--- config.mk ---
export PLATFORM = sky130hd
export DESIGN_NAME = magic_signature_classifier
export DESIGN_NICKNAME = d
export VERILOG_FILES = /design/src/hw/rtl/mscls_pkg.sv /design/src/hw/rtl/mscls_match.sv /design/src/hw/rtl/mscls_select.sv /design/src/hw/rtl/magic_signature_classifier.sv
export SDC_FILE = /design/constraint.sdc
export NUM_CORES = 1
export LEC_CHECK = 0
export ABC_AREA = 1
export BUFFER_PORTS_ARGS = -buffer_cell sky130_fd_sc_hd__buf_2
export CAP_MARGIN = 20
export CORE_MARGIN = 8
export CORE_UTILIZATION = 48
export CTS_CLUSTER_SIZE = 20
export DETAILED_ROUTE_END_ITERATION = 6
export PLACE_DENSITY = 0.65
export SLEW_MARGIN = 20
export SYNTH_ARGS = -nofsm -noshare
export SYNTH_HDL_FRONTEND = slang
export SYNTH_HIERARCHICAL = 1
export SYNTH_SLANG_ARGS = --single-unit
--- constraint.sdc ---
create_clock -name clk -period 12.9 [get_ports clk]
set_input_delay 0.645 -clock clk [delete_from_list [all_inputs] [get_ports clk]]
set_output_delay 0.645 -clock clk [all_outputs]
set_load 0.01 [all_outputs]
--- src/hw/rtl/mscls_pkg.sv ---
// ----------------------------------------------------------------------------
// mscls_pkg
// Shared constants, types and the signature ROM for the magic classifier.
// ----------------------------------------------------------------------------
package mscls_pkg;

    localparam int SIG_COUNT    = 91;
    localparam int SIG_MAX      = 21;
    localparam int WINDOW_BYTES = 512;
    localparam int POS_W        = 10;
    localparam int CODE_W       = 7;
    localparam int OFF_W        = 9;
    localparam int LEN_W        = 5;

    typedef logic [POS_W-1:0]     pos_t;
    typedef logic [SIG_COUNT-1:0] alive_t;
    typedef logic [CODE_W-1:0]    code_t;

    // Signature bytes are right aligned: byte k sits at [(len-1-k)*8 +: 8].
    typedef struct packed {
        logic [OFF_W-1:0]     off;
        logic [LEN_W-1:0]     len;
        code_t                code;
        logic [SIG_MAX*8-1:0] bytes;
    } sig_row_t;

    localparam sig_row_t SIG_ROM [SIG_COUNT] = '{
        '{9'd0,   5'd21, 7'd1,  168'h213c617263683e0a64656269616e2d62696e617279},
        '{9'd30,  5'd20, 7'd2,  168'h4d4554412d494e462f6d6f7a696c6c612e727361},
        '{9'd0,   5'd14, 7'd3,  168'h060e2b34020501010d0102010102},
        '{9'd0,   5'd11, 7'd4,  168'h233f52414449414e43450a},
        '{9'd0,   5'd11, 7'd5,  168'h0000001c667479704d3456},
        '{9'd0,   5'd10, 7'd6,  168'h30260b32758e66cf11a6},
        '{9'd31,  5'd8,  7'd7,  168'h6d617472_6f736b61},
        '{9'd0,   5'd8,  7'd8,  168'h00000014_66747970},
        '{9'd0,   5'd8,  7'd9,  168'hd0cf11e0_a1b11ae1},
        '{9'd28,  5'd8,  7'd10, 168'h4f707573_48656164},
        '{9'd0,   5'd8,  7'd11, 168'h52494646_57415645},
        '{9'd0,   5'd8,  7'd12, 168'h774f4646_00010000},
        '{9'd0,   5'd8,  7'd12, 168'h774f4646_4f54544f},
        '{9'd0,   5'd8,  7'd13, 168'h774f4632_00010000},
        '{9'd0,   5'd8,  7'd13, 168'h774f4632_4f54544f},
        '{9'd0,   5'd7,  7'd14, 168'h213c617263683e},
        '{9'd0,   5'd7,  7'd15, 168'h52494646415649},
        '{9'd0,   5'd7,  7'd4,  168'h233f52474245_0a},
        '{9'd4,   5'd7,  7'd16, 168'h667479704d3441},
        '{9'd0,   5'd7,  7'd17, 168'h526172211a0700},
        '{9'd0,   5'd7,  7'd17, 168'h526172211a0701},
        '{9'd0,   5'd6,  7'd18, 168'h377abcaf271c},
        '{9'd0,   5'd6,  7'd19, 168'h2321414d520a},
        '{9'd0,   5'd6,  7'd20, 168'hfd377a585a00},
        '{9'd0,   5'd5,  7'd19, 168'h2321414d52},
        '{9'd0,   5'd5,  7'd21, 168'h4f54544f00},
        '{9'd0,   5'd5,  7'd22, 168'h7b0d746600},
        '{9'd0,   5'd5,  7'd22, 168'h7b0d746600},
        '{9'd257, 5'd5,  7'd23, 168'h7573746172},
        '{9'd0,   5'd5,  7'd24, 168'h0001000000},
        '{9'd0,   5'd4,  7'd25, 168'h49536328},
        '{9'd0,   5'd4,  7'd25, 168'h4d534346},
        '{9'd0,   5'd4,  7'd26, 168'h43723234},
        '{9'd0,   5'd4,  7'd27, 168'h762f3101},
        '{9'd0,   5'd4,  7'd28, 168'h664c6143},
        '{9'd0,   5'd4,  7'd29, 168'h464c4946},
        '{9'd0,   5'd4,  7'd30, 168'h464c5601},
        '{9'd0,   5'd4,  7'd31, 168'h00000100},
        '{9'd0,   5'd4,  7'd32, 168'h4c5a4950},
        '{9'd0,   5'd4,  7'd16, 168'h4d344120},
        '{9'd0,   5'd4,  7'd33, 168'h4d546864},
        '{9'd0,   5'd4,  7'd7,  168'h1a45dfa3},
        '{9'd0,   5'd4,  7'd34, 168'h0000001c},
        '{9'd0,   5'd4,  7'd34, 168'h33677035},
        '{9'd4,   5'd4,  7'd34, 168'h66747970},
        '{9'd0,   5'd4,  7'd35, 168'h00001b00},
        '{9'd0,   5'd4,  7'd36, 168'h4e45531a},
        '{9'd0,   5'd4,  7'd37, 168'h4f676753},
        '{9'd0,   5'd4,  7'd21, 168'h4f54544f},
        '{9'd0,   5'd4,  7'd38, 168'h25504446},
        '{9'd0,   5'd4,  7'd39, 168'h89504e47},
        '{9'd0,   5'd4,  7'd40, 168'h38425053},
        '{9'd0,   5'd4,  7'd17, 168'h52617221},
        '{9'd0,   5'd4,  7'd41, 168'hedabeedb},
        '{9'd0,   5'd4,  7'd42, 168'h53514c69},
        '{9'd0,   5'd4,  7'd43, 168'h3c737667},
        '{9'd0,   5'd4,  7'd44, 168'h49492a00},
        '{9'd0,   5'd4,  7'd44, 168'h4d4d002a},
        '{9'd0,   5'd4,  7'd45, 168'h49492a00},
        '{9'd0,   5'd4,  7'd45, 168'h4d4d002a},
        '{9'd8,   5'd4,  7'd11, 168'h57415645},
        '{9'd0,   5'd4,  7'd46, 168'h1a45dfa3},
        '{9'd8,   5'd4,  7'd47, 168'h57454250},
        '{9'd0,   5'd4,  7'd12, 168'h774f4646},
        '{9'd0,   5'd4,  7'd13, 168'h774f4632},
        '{9'd8,   5'd3,  7'd15, 168'h415649},
        '{9'd0,   5'd3,  7'd48, 168'h425a68},
        '{9'd8,   5'd3,  7'd49, 168'h000001},
        '{9'd8,   5'd3,  7'd49, 168'h010002},
        '{9'd8,   5'd3,  7'd49, 168'h020002},
        '{9'd0,   5'd3,  7'd50, 168'h474946},
        '{9'd0,   5'd3,  7'd51, 168'h1f8b08},
        '{9'd0,   5'd3,  7'd52, 168'hffd8ff},
        '{9'd0,   5'd3,  7'd53, 168'h4949bc},
        '{9'd0,   5'd3,  7'd54, 168'h494433},
        '{9'd0,   5'd3,  7'd35, 168'h000001},
        '{9'd0,   5'd3,  7'd55, 168'h435753},
        '{9'd0,   5'd3,  7'd55, 168'h465753},
        '{9'd0,   5'd2,  7'd56, 168'h424d},
        '{9'd0,   5'd2,  7'd57, 168'h7801},
        '{9'd0,   5'd2,  7'd58, 168'h4d5a},
        '{9'd0,   5'd2,  7'd54, 168'hfffb},
        '{9'd0,   5'd2,  7'd59, 168'h2521},
        '{9'd0,   5'd2,  7'd60, 168'h232f},
        '{9'd1,   5'd2,  7'd55, 168'h5753},
        '{9'd0,   5'd2,  7'd61, 168'h1f9d},
        '{9'd0,   5'd2,  7'd61, 168'h1fa0},
        '{9'd0,   5'd2,  7'd62, 168'h504b},
        '{9'd0,   5'd1,  7'd63, 168'h5b},
        '{9'd0,   5'd1,  7'd63, 168'h7b},
        '{9'd0,   5'd1,  7'd64, 168'h3c}
    };

endpackage

--- src/hw/rtl/mscls_match.sv ---
// ----------------------------------------------------------------------------
// mscls_match
// Compares one byte against every signature column covering its position.
// ----------------------------------------------------------------------------
module mscls_match (
    input  mscls_pkg::pos_t   pos,
    input  logic [7:0]        data_byte,
    input  mscls_pkg::alive_t alive,
    output mscls_pkg::alive_t alive_next
);

    for (genvar gi = 0; gi < mscls_pkg::SIG_COUNT; gi++) begin : g_sig
        localparam int OFF = int'(mscls_pkg::SIG_ROM[gi].off);
        localparam int LEN = int'(mscls_pkg::SIG_ROM[gi].len);

        logic miss;

        always_comb
        begin
            int         sh;
            logic [7:0] exp_byte;
            miss = 1'b0;
            for (int k = 0; k < mscls_pkg::SIG_MAX; k++)
            begin
                sh = (k < LEN) ? (LEN - 1 - k) : 0;
                exp_byte = 8'(mscls_pkg::SIG_ROM[gi].bytes >> (sh * 8));
                if (k < LEN && int'(pos) == OFF + k && exp_byte != data_byte)
                begin
                    miss = 1'b1;
                end
            end
        end

        assign alive_next[gi] = alive[gi] & ~miss;
    end

endmodule

--- src/hw/rtl/mscls_select.sv ---
// ----------------------------------------------------------------------------
// mscls_select
// Priority pick of the first live signature that ends before the byte count.
// ----------------------------------------------------------------------------
module mscls_select (
    input  mscls_pkg::alive_t alive,
    input  mscls_pkg::pos_t   count,
    output mscls_pkg::code_t  type_code,
    output mscls_pkg::code_t  entry_number
);

    always_comb
    begin
        type_code    = '0;
        entry_number = '0;
        // walk from lowest priority up so the highest-priority hit wins
        for (int i = mscls_pkg::SIG_COUNT - 1; i >= 0; i--)
        begin
            if (alive[i] && (int'(mscls_pkg::SIG_ROM[i].off) +
                             int'(mscls_pkg::SIG_ROM[i].len)) < int'(count))
            begin
                type_code    = mscls_pkg::SIG_ROM[i].code;
                entry_number = mscls_pkg::CODE_W'(i + 1);
            end
        end
    end

endmodule

--- src/hw/rtl/magic_signature_classifier.sv ---
// ----------------------------------------------------------------------------
// magic_signature_classifier
// File-type detection from the leading bytes of a file.
// ----------------------------------------------------------------------------
// Takes one byte word per cycle from offset zero on, unless stalled. Each
// byte is registered, then compared combinationally against all 91 ROM
// signatures; on the word flagged last_byte the highest-priority surviving
// signature is registered from the byte register into the output stage, and
// the tracker restarts for the next file. Bytes past the 512-byte window are
// ignored. A result waiting on out_ready stalls only a following last byte.
module magic_signature_classifier (
    input  logic       clk,
    input  logic       rst_n,
    input  logic       in_valid,
    output logic       in_ready,
    input  logic [7:0] data_byte,
    input  logic       last_byte,
    output logic       out_valid,
    input  logic       out_ready,
    output logic [6:0] type_code,
    output logic [6:0] entry_number
);

    logic              s1_valid_reg;
    logic [7:0]        s1_byte_reg;
    logic              s1_last_reg;
    logic              s1_fire;

    mscls_pkg::alive_t alive_reg;
    mscls_pkg::alive_t alive_upd;
    mscls_pkg::alive_t alive_next;
    mscls_pkg::pos_t   pos_reg;
    mscls_pkg::pos_t   pos_next;
    logic              in_window;

    logic              out_valid_reg;
    mscls_pkg::code_t  type_reg;
    mscls_pkg::code_t  entry_reg;
    mscls_pkg::code_t  sel_type;
    mscls_pkg::code_t  sel_entry;

    assign s1_fire  = s1_valid_reg && (!s1_last_reg || !out_valid_reg || out_ready);
    assign in_ready = !s1_valid_reg || s1_fire;

    assign in_window = int'(pos_reg) < mscls_pkg::WINDOW_BYTES;

    mscls_match u_match (
        .pos        (pos_reg),
        .data_byte  (s1_byte_reg),
        .alive      (alive_reg),
        .alive_next (alive_upd)
    );

    assign alive_next = in_window ? alive_upd : alive_reg;
    assign pos_next   = in_window ? pos_reg + 1'b1 : pos_reg;

    mscls_select u_select (
        .alive        (alive_next),
        .count        (pos_next),
        .type_code    (sel_type),
        .entry_number (sel_entry)
    );

    always_ff @(posedge clk or negedge rst_n)
    begin
        if (!rst_n)
        begin
            s1_valid_reg  <= 1'b0;
            alive_reg     <= '1;
            pos_reg       <= '0;
            out_valid_reg <= 1'b0;
        end
        else
        begin
            if (in_ready)
            begin
                s1_valid_reg <= in_valid;
            end
            if (s1_fire)
            begin
                if (s1_last_reg)
                begin
                    alive_reg <= '1;
                    pos_reg   <= '0;
                end
                else
                begin
                    alive_reg <= alive_next;
                    pos_reg   <= pos_next;
                end
            end
            if (s1_fire && s1_last_reg)
            begin
                out_valid_reg <= 1'b1;
            end
            else if (out_ready)
            begin
                out_valid_reg <= 1'b0;
            end
        end
    end

    always_ff @(posedge clk)
    begin
        if (in_ready && in_valid)
        begin
            s1_byte_reg <= data_byte;
            s1_last_reg <= last_byte;
        end
        if (s1_fire && s1_last_reg)
        begin
            type_reg  <= sel_type;
            entry_reg <= sel_entry;
        end
    end

    assign out_valid    = out_valid_reg;
    assign type_code    = type_reg;
    assign entry_number = entry_reg;

endmodule
==> Yosys cells after proc, flatten, opt, wreduce, memory -nomap -nowiden <==
Index checks and enable logic that the tools add are counted.
{ "classes": {"addsub": 1, "n_eq_ne": 159, "bitwise": 178, "magnitude_cmp": 18, "n_reduce_logical": 381, "muxes": 525} }
{ "op_table": {"columns": ["operator", "count"], "rows": [
  ["$mux W6", 84],
  ["$ne A7 B8 Y1 const A", 49],
  ["$logic_and A1 B1 Y1", 364],
  ["$mux W1", 341],
  ["$mux W7", 29],
  ["$ne A8 B8 Y1 const A", 24],
  ["$ne A6 B8 Y1 const A", 23],
  ["$mux W91", 2],
  ["$eq A10 B7 Y1 const B", 18],
  ["$mux W5", 36],
  ["$and A1 B1 Y1", 91],
  ["$eq A10 B6 Y1 const B", 9],
  ["$reduce_or A90 Y1", 1],
  ["$not A1 Y1", 87],
  ["$eq A10 B5 Y1 const B", 8],
  ["$mux W4", 19],
  ["$reduce_or A63 Y1", 1],
  ["$eq A10 B10 Y1 const B", 5],
  ["$lt A4 B10 Y1 const A", 5],
  ["$ne A5 B8 Y1 const A", 6],
  ["$eq A10 B4 Y1 const B", 4],
  ["$lt A3 B10 Y1 const A", 4],
  ["$ne A4 B8 Y1 const A", 5],
  ["$reduce_or A38 Y1", 1],
  ["25 further kinds", 46]
]} }
{ "word_totals": {"wordCells": 1280, "regBits": 126, "in_bits": 13} }

==> Longest topological paths before layout <==
{ "logic_depth": {"depth_word": 117, "ltp_mapped": 101} }

==> Modules after synthesis <==
The synthesis kept the hierarchy.
{ "modules_own_cells": {"columns": ["module", "seq_area_each_um2", "cells_each", "area_per_inst_um2", "n_inst"], "rows": [
  ["magic_signature_classifier", 3382.0, 801, 6422.4, 1],
  ["mscls_match", 0.0, 788, 3454.6, 1],
  ["mscls_select", 0.0, 615, 2737.6, 1]
]} }

==> Worst setup path after synthesis <==
Ideal clock, no wire load.
{ "synth_path": {"path_type": "register -> register", "start": "reg pos_reg[4]", "end": "reg entry_reg[0], in the netlist entry_number[0], data pin", "period_less_slack_ns": 5.857, "required_ns": 12.639, "path_buffers": 1, "arrival_ns": 5.596, "path_slack_ns": 7.043, "stages_incl_launch_ff": 100, "setup_time_ns": 0.261, "path_cell_list": "dfrtp_1 > nor2_1 > nand2_1 > inv_1 > nand2_1 > buf_2 > o21ai_0 > nor2_1 > nand2_1 > and2_1 > inv_1 > nand2_1 > nand2_1 > nand2_1 > nand2_1 > nand2_1 > nand2_1 > nand2_1 > (+64 left out) > nand2_1 > nand2_1 > nand2_1 > nand2_1 > nand2_1 > nand2_1 > nand2_1 > nand2_1 > nand2_1 > nand2_1 > nand2_1 > nand2_1 > nand2_1 > nand2_1 > nand2_1 > nand2_1 > nand2_1 > nand2_1"} }
{ "synth_lines": {"columns": ["item", "line", "text"], "rows": [
  ["start, declared", "magic_signature_classifier.sv:32", "mscls_pkg::pos_t pos_reg;"],
  ["start signal, assigned", "magic_signature_classifier.sv:89", "pos_reg <= pos_next;"],
  ["$logic_not A10 Y1", "mscls_match.sv:27", "if (k < LEN && int'(pos) == OFF + k && exp_byte != data_byte)"],
  ["$logic_and A1 B1 Y1", "mscls_match.sv:27", null],
  ["$mux W1", "mscls_match.sv:27", null],
  ["$mux W1 *", "mscls_match.sv:27", null],
  ["$not A1 Y1 *", "mscls_match.sv:34", "assign alive_next[gi] = alive[gi] & ~miss;"],
  ["$and A1 B1 Y1 *", "mscls_match.sv:34", null],
  ["net alive_upd[87]", "magic_signature_classifier.sv:30", "mscls_pkg::alive_t alive_upd;"],
  ["$mux W91 *", "magic_signature_classifier.sv:54", "assign alive_next = in_window ? alive_upd : alive_reg;"],
  ["net alive_next[87]", "magic_signature_classifier.sv:31", "mscls_pkg::alive_t alive_next;"],
  ["$logic_and A1 B1 Y1 *", "mscls_select.sv:19", "if (alive[i] && (int'(mscls_pkg::SIG_ROM[i].off) +"],
  ["$mux W7 * (25 in series)", "mscls_select.sv:19", null],
  ["$mux W6 * (32 in series)", "mscls_select.sv:19", null],
  ["$mux W5 * (16 in series)", "mscls_select.sv:19", null],
  ["$mux W4 * (8 in series)", "mscls_select.sv:19", null],
  ["$mux W3 * (4 in series)", "mscls_select.sv:19", null],
  ["$mux W2 * (2 in series)", "mscls_select.sv:19", null],
  ["end signal, assigned", "magic_signature_classifier.sv:113", "entry_reg <= sel_entry;"],
  ["end, declared", "magic_signature_classifier.sv:38", "mscls_pkg::code_t entry_reg;"]
]} }
The timed path passes the listed nets; every way through them passes the cells marked *.
A chain may end at the register's enable or synchronous reset.

==> Worst setup path in the final report <==
{ "layout_path": {"start": "reg pos_reg[9]", "end": "reg entry_reg[0], in the netlist entry_number[0], data pin"} }
{ "layout_lines": {"columns": ["item", "line", "text"], "rows": [
  ["$lt A10 B10 Y1 *", "magic_signature_classifier.sv:45", "assign in_window = int'(pos_reg) < mscls_pkg::WINDOW_BYTES;"],
  ["$mux W10 *", "magic_signature_classifier.sv:55", "assign pos_next = in_window ? pos_reg + 1'b1 : pos_reg;"],
  ["net pos_next[6]", "magic_signature_classifier.sv:33", "mscls_pkg::pos_t pos_next;"],
  ["$lt A1 B10 Y1", "mscls_select.sv:20", "int'(mscls_pkg::SIG_ROM[i].len)) < int'(count))"],
  ["$logic_and A1 B1 Y1", "mscls_select.sv:19", null],
  ["$mux W7 (28 in series)", "mscls_select.sv:19", null],
  ["$mux W6 (32 in series)", "mscls_select.sv:19", null],
  ["$mux W5 (16 in series)", "mscls_select.sv:19", null],
  ["$mux W4 (8 in series)", "mscls_select.sv:19", null],
  ["$mux W3 (4 in series)", "mscls_select.sv:19", null],
  ["$mux W2 (2 in series)", "mscls_select.sv:19", null]
]} }
Marks and branches as above.

==> qor.yml <==
run_status:
  status: "finished with violations"
  violations: "DRC"
layout:
  regArea_um2: 3380
  final_nets: 2225
  fill_cells: 2678
  antenna_cells: 0
  synthToLayoutAreaGrowth_pct: 7.65
  multi_input_area_um2: 7800
  layout-drive-gt1-share_pct: 9.40
  largest_reg_flops: 91
  stdcell_count: 2559
critical_path:
  r2r_cells: 100
  crit_path_start_kind: "flop"
  cp-end-kind: "flop"
  timing_worst_setup_path_type: "reg -> reg"
  crit_slowest_cell: "buf_4"
  crit_fanout: 54
  worstSetupPathDepth: 100
  crit_buf_inv: 3
  required_ns: 13.21
  rrSetupSlack_ns: 5.42
  max_stage_delay_ns: 0.49
  cp.arrival_ns: 7.78
  cpMostUsedCell: "nand2_1"
  path_delay_family: "simple AND/OR/NAND/NOR gates"
cts:
  cts.clk_slew.worst_paths_ns: 0.07
  insertion_delay_ns: 0.44
  cts_hold_buf: 0
  cts_tree: "built"
  ctsResizeCount: 0
  cts-htree-levels: 4
  cts_setup_buffers: 0
  clockBufferDepth: 2
  cts_buffers: 17
  clockRootBuffer: "clkbuf_16"
  clock-sinks: 126
timing:
  final.setup_skew_ns: 0.0113
  slew_headroom_pct: 31.1
  max_slew.worst_pin.slew_ns: 1.03
  hold_violations: 0
  min_period_ns: 7.48
  fin_crit_sh_pct: 57.9
  drv_slew: 0
  tns_ns: 0
  rsz0062_at_grt: "no"
  max_freq_mhz: 134
  setup_viol_count_final: 0
logic_synthesis:
  synth_nets: 2218
  async_flop_share_pct: 81.7
  yosysSeqAreaShare_pct: 26.8
  syn_avg_cell_area_um2: 5.72
  ys_warn_count: 6
  netlist_area_um2: 12600
  synth.distinct_cells: 47
  synth-edff-count: 23
  synth_seq_cells: 126
  synthFlopType: "dfstp_2"
  postSynthCellCount: 2204
detailed_routing:
  wl_per_cell_um: 21.1
  routed_wl_um: 54000
  firstDrtPassIters: 7
  via_per_inst: 5.80
  drc: 14
  vias: 14853
  final_antenna_net_count: 0
  dr.first_iter.drc_count: 1764
grt:
  antenna_found_initial: 0
  track_usage_pct: 33.8
  grt_pass1_vias: 13987
  grt_pass1_wl_um: 81600
  grt_max_degree: 82
  grt_overflow: 0
die:
  die-area_um2: 31700
  ios: 29
  rows: 59
  core_area_um2: 25900
  die_w_um: 178
  start_util_pct: 48.7
  die_h_um: 178
power:
  power.density_nw_per_um2: 223
  totalPowerFinal_w: 0.00303
  leakage_nw: 7.41
  peakVddDrop_uv: 158
placed_design:
  place_inst: 2527
  hpwlAfterDp_um: 41000
  routabilityCongestion: 1.01
  numPortBuffers: 28
worst_hold_path:
  hp-class: "in -> async"
run:
  cap_violations: 0
cells in the final DEF, fill, tap and decap left out, types with 29 or more instances in the layout:
| cell type | count |
|---|---|
| nor2_1 | 309 |
| inv_1 | 285 |
| nand4_1 | 29 |
| a21oi_1 | 157 |
| o21ai_0 | 121 |
| nor3_1 | 37 |
| nand2_1 | 777 |
| nand3_1 | 68 |
| dfstp_2 | 91 |
| and2_1 | 93 |
report_power, final:
part           internal, W  leakage, nW  switching, W
Combinational     0.000633         5.78       0.00121
Clock             0.000292        0.289      0.000222
Sequential        0.000593         1.34     0.0000790
Total              0.00152         7.41       0.00151
worst paths after layout:
| path | from | to |
|---|---|---|
| setup / recovery | pos_reg[9] | entry_number[0] |
| hold / removal | rst_n | s1_valid_reg |
| setup reg to reg | pos_reg[9] | entry_number[0] |
| hold reg to reg | alive_reg[50] | alive_reg[50] |
| max in group asynchronous | rst_n | pos_reg[9] |
| min in group clk | data_byte[2] | s1_byte_reg[2] |
synthesized netlist by cell type (10+ instances only):
library cell	count	share of area (%)
nand2_1	777	23
nor2_1	309	9.2
inv_1	285	8.5
a21oi_1	158	6.3
o21ai_0	121	4.8
and2_1	93	4.6
dfstp_2	91	19
nand3_1	68	2.7
buf_2	41	1.6
nor3_1	37	1.5
nand4_1	29	1.4
edfxtp_1	23	5.5
o21ai_1	15	0.60
dfrtp_1	12	2.4
o211ai_1	11	0.65
a21boi_0	10	0.60
nor4_1	10	0.50
cell families after synthesis:
group	Yosys count	share of synthesized area, %
flip-flops	126	26.8
AND/OR/NAND/NOR	1364	45.8
AO/OA/AOI/OAI	360	15.7
buffers and inverters	350	11.4
XOR/XNOR	3	0.208
adder cells (fa/ha/maj)	1	0.0992
metrics by stage:
step	hold WS [ns]	utilization, %	cell area, um2	setup slack, ns
floorplan	0.349	-	12600	7.04
global placement	0.494	50.1	13000	5.54
detailed placement	0.500	50.1	13000	5.57
CTS	0.144	52.4	13600	5.51
global route	0.162	52.4	13600	4.41
finish	0.137	52.4	13600	5.42
routing by layer:
layer | wire, um | vias up | GRT usage, %
met5 | 0 | - | 0
met4 | 2780 | 0 | 16.5
met3 | 5510 | 159 | 7.90
met2 | 23200 | 865 | 51.5
met1 | 22500 | 6839 | 44.4
li1 | - | 6990 | -
layout make-up:
cell class              count  share of cell area [%]
clock inverters            15                    1.28
repair buffers             47                    2.10
inverters                 291                    8.06
well taps                 335                    3.09
clock buffers              17                    3.13
multi-input cells        1728                    57.4
flip-flops and latches    126                    24.9
Note: power is estimated with default switching activity, not from simulation.
